## src/sv/spq_pkg.sv

```systemverilog
// ----------------------------------------------------------------------------
// spq_pkg
// Shared types and codes for the stable priority queue.
// ----------------------------------------------------------------------------
package spq_pkg;

  typedef enum logic [1:0] {
    KIND_ADD    = 2'd0,
    KIND_REMOVE = 2'd1,
    KIND_PEEK   = 2'd2
  } kind_t;

  typedef enum logic [1:0] {
    ERR_OK    = 2'd0,
    ERR_FULL  = 2'd1,
    ERR_EMPTY = 2'd2
  } err_t;

  localparam int unsigned KIND_W = 2;
  localparam int unsigned ERR_W  = 2;

  typedef struct packed {
    logic add_en;
    logic remove_en;
  } ctrl_t;

endpackage

```

## src/sv/spq_cell.sv

```systemverilog
// ----------------------------------------------------------------------------
// spq_cell
// One slot of the sorted chain: holds a tag and a priority, and on each
// operation keeps its entry, takes the new entry, or takes a neighbor's.
// ----------------------------------------------------------------------------
module spq_cell #(
  parameter int unsigned TAG_WIDTH      = 32,
  parameter int unsigned PRIORITY_WIDTH = 16
) (
  input  logic                      clk,
  input  spq_pkg::ctrl_t            ctrl,
  input  logic                      occupied,
  input  logic [TAG_WIDTH-1:0]      new_tag,
  input  logic [PRIORITY_WIDTH-1:0] new_pri,
  input  logic                      prev_stay,
  input  logic [TAG_WIDTH-1:0]      prev_tag,
  input  logic [PRIORITY_WIDTH-1:0] prev_pri,
  input  logic [TAG_WIDTH-1:0]      next_tag,
  input  logic [PRIORITY_WIDTH-1:0] next_pri,
  output logic                      stay,
  output logic [TAG_WIDTH-1:0]      tag,
  output logic [PRIORITY_WIDTH-1:0] pri,
  output logic [TAG_WIDTH-1:0]      tag_next,
  output logic [PRIORITY_WIDTH-1:0] pri_next
);

  assign stay = occupied && ($signed(pri) >= $signed(new_pri));

  always_comb begin
    tag_next = tag;
    pri_next = pri;
    if (ctrl.add_en) begin
      if (stay) begin
        tag_next = tag;
        pri_next = pri;
      end else if (prev_stay) begin
        tag_next = new_tag;
        pri_next = new_pri;
      end else begin
        tag_next = prev_tag;
        pri_next = prev_pri;
      end
    end else if (ctrl.remove_en) begin
      tag_next = next_tag;
      pri_next = next_pri;
    end
  end

  always_ff @(posedge clk) begin
    tag <= tag_next;
    pri <= pri_next;
  end

endmodule

```

## src/sv/stable_priority_queue.sv

```systemverilog
// ----------------------------------------------------------------------------
// stable_priority_queue
// Bounded priority queue kept sorted in a chain of cells; equal priorities
// leave in arrival order.
//
//  channel  dir  fields (tdata, low bit up)
//  s_*      in   kind, item_tag, priority_req
//  m_*      out  removed_tag, head_tag, head_priority, queue_empty,
//                occupancy, error_code
//
// One item per cycle while the result register drains: every cell compares
// against the new priority and shifts in the same cycle; the result is registered.
// s_tready is high while the result register is empty or being drained.
// Reset clears the entry count and the result valid; slots need no clearing.
// ----------------------------------------------------------------------------
module stable_priority_queue #(
  parameter int unsigned DEPTH          = 16,
  parameter int unsigned TAG_WIDTH      = 32,
  parameter int unsigned PRIORITY_WIDTH = 16
) (
  input  logic clk,
  input  logic rst,
  input  logic s_tvalid,
  output logic s_tready,
  // kind, item_tag, priority_req
  input  logic [((spq_pkg::KIND_W + TAG_WIDTH + PRIORITY_WIDTH + 7) / 8) * 8 - 1:0] s_tdata,
  output logic m_tvalid,
  input  logic m_tready,
  // removed_tag, head_tag, head_priority, queue_empty, occupancy, error_code
  output logic [((2 * TAG_WIDTH + PRIORITY_WIDTH + 1 + $clog2(DEPTH + 1)
                  + spq_pkg::ERR_W + 7) / 8) * 8 - 1:0] m_tdata
);

  localparam int unsigned CW       = $clog2(DEPTH + 1);
  localparam int unsigned OUT_BITS = 2 * TAG_WIDTH + PRIORITY_WIDTH + 1 + CW + spq_pkg::ERR_W;
  localparam int unsigned OUT_W    = ((OUT_BITS + 7) / 8) * 8;
  localparam int unsigned TAG_LO   = spq_pkg::KIND_W;
  localparam int unsigned PRI_LO   = spq_pkg::KIND_W + TAG_WIDTH;

  spq_pkg::kind_t            kind;
  logic [TAG_WIDTH-1:0]      new_tag;
  logic [PRIORITY_WIDTH-1:0] new_pri;
  logic                      accept;
  spq_pkg::ctrl_t            ctrl;
  spq_pkg::err_t             err;
  logic [CW-1:0]             count;
  logic [CW-1:0]             count_next;

  logic                      stay     [DEPTH];
  logic [TAG_WIDTH-1:0]      tag_q    [DEPTH];
  logic [PRIORITY_WIDTH-1:0] pri_q    [DEPTH];
  logic [TAG_WIDTH-1:0]      tag_d    [DEPTH];
  logic [PRIORITY_WIDTH-1:0] pri_d    [DEPTH];

  logic [TAG_WIDTH-1:0]      removed_tag;
  logic [TAG_WIDTH-1:0]      head_tag;
  logic [PRIORITY_WIDTH-1:0] head_priority;
  logic                      queue_empty;
  logic [OUT_BITS-1:0]       out_bits;
  logic [OUT_W-1:0]          out_data;

  assign kind     = spq_pkg::kind_t'(s_tdata[spq_pkg::KIND_W-1:0]);
  assign new_tag  = s_tdata[TAG_LO +: TAG_WIDTH];
  assign new_pri  = s_tdata[PRI_LO +: PRIORITY_WIDTH];
  assign s_tready = !m_tvalid || m_tready;
  assign accept   = s_tvalid && s_tready;

  always_comb begin
    ctrl        = '0;
    err         = spq_pkg::ERR_OK;
    count_next  = count;
    removed_tag = '0;
    if (accept) begin
      case (kind)
        spq_pkg::KIND_ADD: begin
          if (count == CW'(DEPTH)) begin
            err = spq_pkg::ERR_FULL;
          end else begin
            ctrl.add_en = 1'b1;
            count_next  = count + CW'(1);
          end
        end
        spq_pkg::KIND_REMOVE: begin
          if (count == '0) begin
            err = spq_pkg::ERR_EMPTY;
          end else begin
            ctrl.remove_en = 1'b1;
            count_next     = count - CW'(1);
            removed_tag    = tag_q[0];
          end
        end
        default: begin
          ctrl = '0;
        end
      endcase
    end
  end

  for (genvar i = 0; i < DEPTH; i++) begin : g_cell
    logic                      prev_stay;
    logic [TAG_WIDTH-1:0]      prev_tag;
    logic [PRIORITY_WIDTH-1:0] prev_pri;
    logic [TAG_WIDTH-1:0]      next_tag;
    logic [PRIORITY_WIDTH-1:0] next_pri;

    if (i == 0) begin : g_first
      assign prev_stay = 1'b1;
      assign prev_tag  = new_tag;
      assign prev_pri  = new_pri;
    end else begin : g_inner
      assign prev_stay = stay[i-1];
      assign prev_tag  = tag_q[i-1];
      assign prev_pri  = pri_q[i-1];
    end

    if (i == DEPTH - 1) begin : g_last
      assign next_tag = tag_q[i];
      assign next_pri = pri_q[i];
    end else begin : g_body
      assign next_tag = tag_q[i+1];
      assign next_pri = pri_q[i+1];
    end

    spq_cell #(
      .TAG_WIDTH      (TAG_WIDTH),
      .PRIORITY_WIDTH (PRIORITY_WIDTH)
    ) u_cell (
      .clk       (clk),
      .ctrl      (ctrl),
      .occupied  (count > CW'(i)),
      .new_tag   (new_tag),
      .new_pri   (new_pri),
      .prev_stay (prev_stay),
      .prev_tag  (prev_tag),
      .prev_pri  (prev_pri),
      .next_tag  (next_tag),
      .next_pri  (next_pri),
      .stay      (stay[i]),
      .tag       (tag_q[i]),
      .pri       (pri_q[i]),
      .tag_next  (tag_d[i]),
      .pri_next  (pri_d[i])
    );
  end

  assign queue_empty   = (count_next == '0);
  assign head_tag      = queue_empty ? '0 : tag_d[0];
  assign head_priority = queue_empty ? '0 : pri_d[0];
  assign out_bits      = {err, count_next, queue_empty, head_priority, head_tag, removed_tag};

  always_ff @(posedge clk) begin
    if (rst) begin
      count    <= '0;
      m_tvalid <= 1'b0;
    end else begin
      count <= count_next;
      if (accept) begin
        m_tvalid <= 1'b1;
      end else if (m_tready) begin
        m_tvalid <= 1'b0;
      end
    end
  end

  always_ff @(posedge clk) begin
    if (accept) begin
      out_data <= OUT_W'(out_bits);
    end
  end

  assign m_tdata = out_data;

  a_count_bound: assert property (@(posedge clk) disable iff (rst)
    count <= CW'(DEPTH))
    else $error("entry count above depth");

  a_remove_count: assert property (@(posedge clk) disable iff (rst)
    accept && kind == spq_pkg::KIND_REMOVE && count != '0 |=>
      count == $past(count) - CW'(1))
    else $error("remove did not shrink the queue");

  a_head_order: assert property (@(posedge clk) disable iff (rst)
    count >= CW'(2) |-> $signed(pri_q[0]) >= $signed(pri_q[1]))
    else $error("head outranked by second slot");

  a_full_report: assert property (@(posedge clk) disable iff (rst)
    accept && err == spq_pkg::ERR_FULL |-> count == CW'(DEPTH))
    else $error("full error with free slots");

endmodule
```

## config.mk

```make
export PLATFORM = sky130hd
export DESIGN_NAME = stable_priority_queue
export DESIGN_NICKNAME = d
export VERILOG_FILES = /design/src/sv/spq_pkg.sv /design/src/sv/spq_cell.sv /design/src/sv/stable_priority_queue.sv
export SDC_FILE = /design/constraint.sdc
export NUM_CORES = 2
export LEC_CHECK = 0
export ABC_AREA = 1
export BUFFER_PORTS_ARGS = -buffer_cell sky130_fd_sc_hd__buf_2
export CORE_MARGIN = 2
export CORE_UTILIZATION = 60
export CTS_CLUSTER_DIAMETER = 150
export DETAILED_ROUTE_END_ITERATION = 10
export GPL_TIMING_DRIVEN = 0
export PLACE_DENSITY = 0.77
export REMOVE_ABC_BUFFERS = 1
export SLEW_MARGIN = 30
export SYNTH_ARGS = -nofsm -noshare
export SYNTH_HDL_FRONTEND = slang
export SYNTH_HIERARCHICAL = 1
export SYNTH_SLANG_ARGS = --single-unit
```

## constraint.sdc

```tcl
create_clock -name clk -period 9.3 [get_ports clk]
set_input_delay 0 -clock clk [delete_from_list [all_inputs] [get_ports clk]]
set_output_delay 0 -clock clk [all_outputs]
set_load 0.01 [all_outputs]
```

==> metrics <==
max-slew violations=0; pre-CTS setup slack=around 4.6 ns; setup violators final=0; DIE HEIGHT=between 300 and 400 µm; post-route insts no fill=10700; antenna viol nets, final=0; pin count of the biggest net entering global routing=about 130; row cnt=117; root buffer cell=clkbuf_16; largest fanout on the critical path=54; routed len/inst=about 15 µm; via count=59900; synthesized instance count=between 9000 and 10000; Area Growth Syn to Fin=8.73%; Overall Global Routing Usage=between 20% and 30%; initial antenna violation count=1; HP Class=primary input to flop; Final Hold Vio Count=0; Synth warnings=6; Filler Cell Count=about 9000; synthesized cell area=~62000 µm²; unrepaired setup endpoints after global routing=no; Slew HR=a little under two fifths; Ports=150; Fmax=roughly 0.23 GHz; number of DRC markers in iteration 0=about 5700; max_cap viols=0; Post-Route Setup TNS=0 ns; number of setup buffers added after CTS=0; status=finished clean; min cycle time layout=4.36 ns; layout cell share with drive strength beyond 1=approximately 5.3%; Die Wd=approximately 320 µm; nets@finish=9550; RePlAce Congestion=0.859; Worst-Margin Slew=approximately 0.94 ns; Sink Count=862; Leakage=roughly 32 nW; DP Cell Count=approximately 10000; VDD IR max=around 0.34 mV; CTS Buf Count=between 90 and 100; final worst-path setup slack=4.94 ns; vias in the first global route=about 54000; Die ar.=~110000 µm²; global route overflow=0; power density over the cells=~320 nW/µm²; clk_lat worst skew=around 0.7 ns; clk buf depth=3; first-pass GRT wire length=around 270 mm; Final Cycle Share=46.9%; Core Footprint=102000 µm²; arrival time worst endpoint=between 4 and 5 ns; H-tree depth=3; Via density=about 5.6; CTS clk-pin slew, worst paths=0.06 ns; Min Hold Slack=just under 0.05 ns; Startpoint Class=flop; TritonCTS clock tree=built; WS Path Type=flop to flop; Req. time, crit path=between 9 and 10 ns; clk_skew=around 0.026 ns; Total Wirelength=162 mm; Mapped Avg Cell Area=6.45 µm²; crit end category=flop; post-detail-place hpwl=between 100 and 150 mm; Pre-Repair DR Iteration Count=6; Starting Density=roughly three fifths; Port Buffers=143; # DRC=0
cell type report:
class	count	area (µm²)	area share (%)
sequential	862	18100	27.1
clock inverter	37	543	0.811
tap	1368	1710	2.56
multi-input combinational	6689	35800	53.4
timing repair buffer	273	2940	4.39
inverter	1304	4980	7.44
clock buffer	146	2900	4.33
antenna	1	2.50	0.00374
report_power, final:
| part | total (mW) | switching [mW] | internal, mW |
|---|---|---|---|
| Clock | 4.13 | 1.68 | 2.45 |
| Combinational | 10.1 | 6.24 | 3.82 |
| Sequential | 7.22 | 1.65 | 5.57 |
| Total | 21.4 | 9.58 | 11.8 |
state kept, by name (all words and copies together), names as in the netlist:
name,flops
g_cell.u_cell/tag,512
g_cell.u_cell/pri,256
m_tdata,88
count,5
m_tvalid,1
timing repair:
item | 4_1_cts | 5_1_grt
endpoints found under the hold margin | 630 | 0
resized for setup | 0 | 0
endpoints found under the setup margin | 0 | 0
hold buffers | 55 | 0
path summary, 6_finish.rpt:
kind,startpoint,to,slack [ns],cells past startpoint
setup / recovery,count[1]$_SDFF_PP0_,m_tdata[45]$_SDFFCE_PN0P_,4.94,13
hold / removal,s_tdata[42],g_cell[9].u_cell/pri[8]$_DFF_P_,0.05,7
setup reg to reg,count[1]$_SDFF_PP0_,m_tdata[45]$_SDFFCE_PN0P_,4.94,13
hold reg to reg,g_cell[15].u_cell/tag[31]$_DFF_P_,g_cell[14].u_cell/tag[31]$_DFF_P_,0.49,2
metrics by stage:
| step | utilization (%) | total power, mW | instance area [µm²] |
|---|---|---|---|
| floorplan | - | 14.8 | 58400 |
| global placement | 59.8 | 17.1 | 60900 |
| detailed placement | 61.9 | 17.1 | 62900 |
| CTS | 65.8 | 21.3 | 66900 |
| global route | 65.8 | 23.4 | 67000 |
| finish | 65.8 | 21.4 | 67000 |
critical path, stage by stage (launching register included):
cell     delay (ns)
dfxtp_1        0.52
inv_1          0.22
ha_1           0.30
nand3_4        0.61
nand2_4        0.42
inv_2          0.15
nand2_1        0.09
inv_2          0.62
inv_4          0.36
buf_12         0.30
o21ai_0        0.26
nand2_1        0.13
inv_1          0.07
nor2_1         0.04
cell usage in the layout (no fill, tap or decap), types with 10 or more instances in the layout:
| cell | instances |
|---|---|
| buf_8 | 11 |
| clkbuf_16 | 98 |
| nand2_4 | 19 |
| bufinv_16 | 10 |
| clkinv_2 | 12 |
| mux2i_1 | 528 |
| ha_1 | 262 |
| dfxtp_1 | 774 |
| nand2_1 | 2209 |
| a21oi_1 | 849 |
| nor2_1 | 115 |
| nand4_1 | 36 |
| buf_2 | 143 |
| nand3_1 | 1597 |
| edfxtp_1 | 88 |
| clkbuf_8 | 27 |
| clkbuf_1 | 21 |
| nor2_2 | 27 |
| inv_4 | 31 |
| buf_16 | 35 |
| dlygate4sd3_1 | 55 |
| buf_12 | 26 |
| nand3_4 | 18 |
| inv_1 | 1268 |
| o21ai_0 | 1009 |
per-layer routing:
layer | vias up | global-route usage [%] | wire, µm
li1 | 30800 | - | -
met1 | 27000 | 41.2 | 75300
met2 | 1910 | 48.4 | 73700
met3 | 221 | 3.52 | 10700
met4 | 0 | 7.01 | 2750
met5 | - | 0 | 0
No activity file was read; power rests on OpenSTA's default activity.
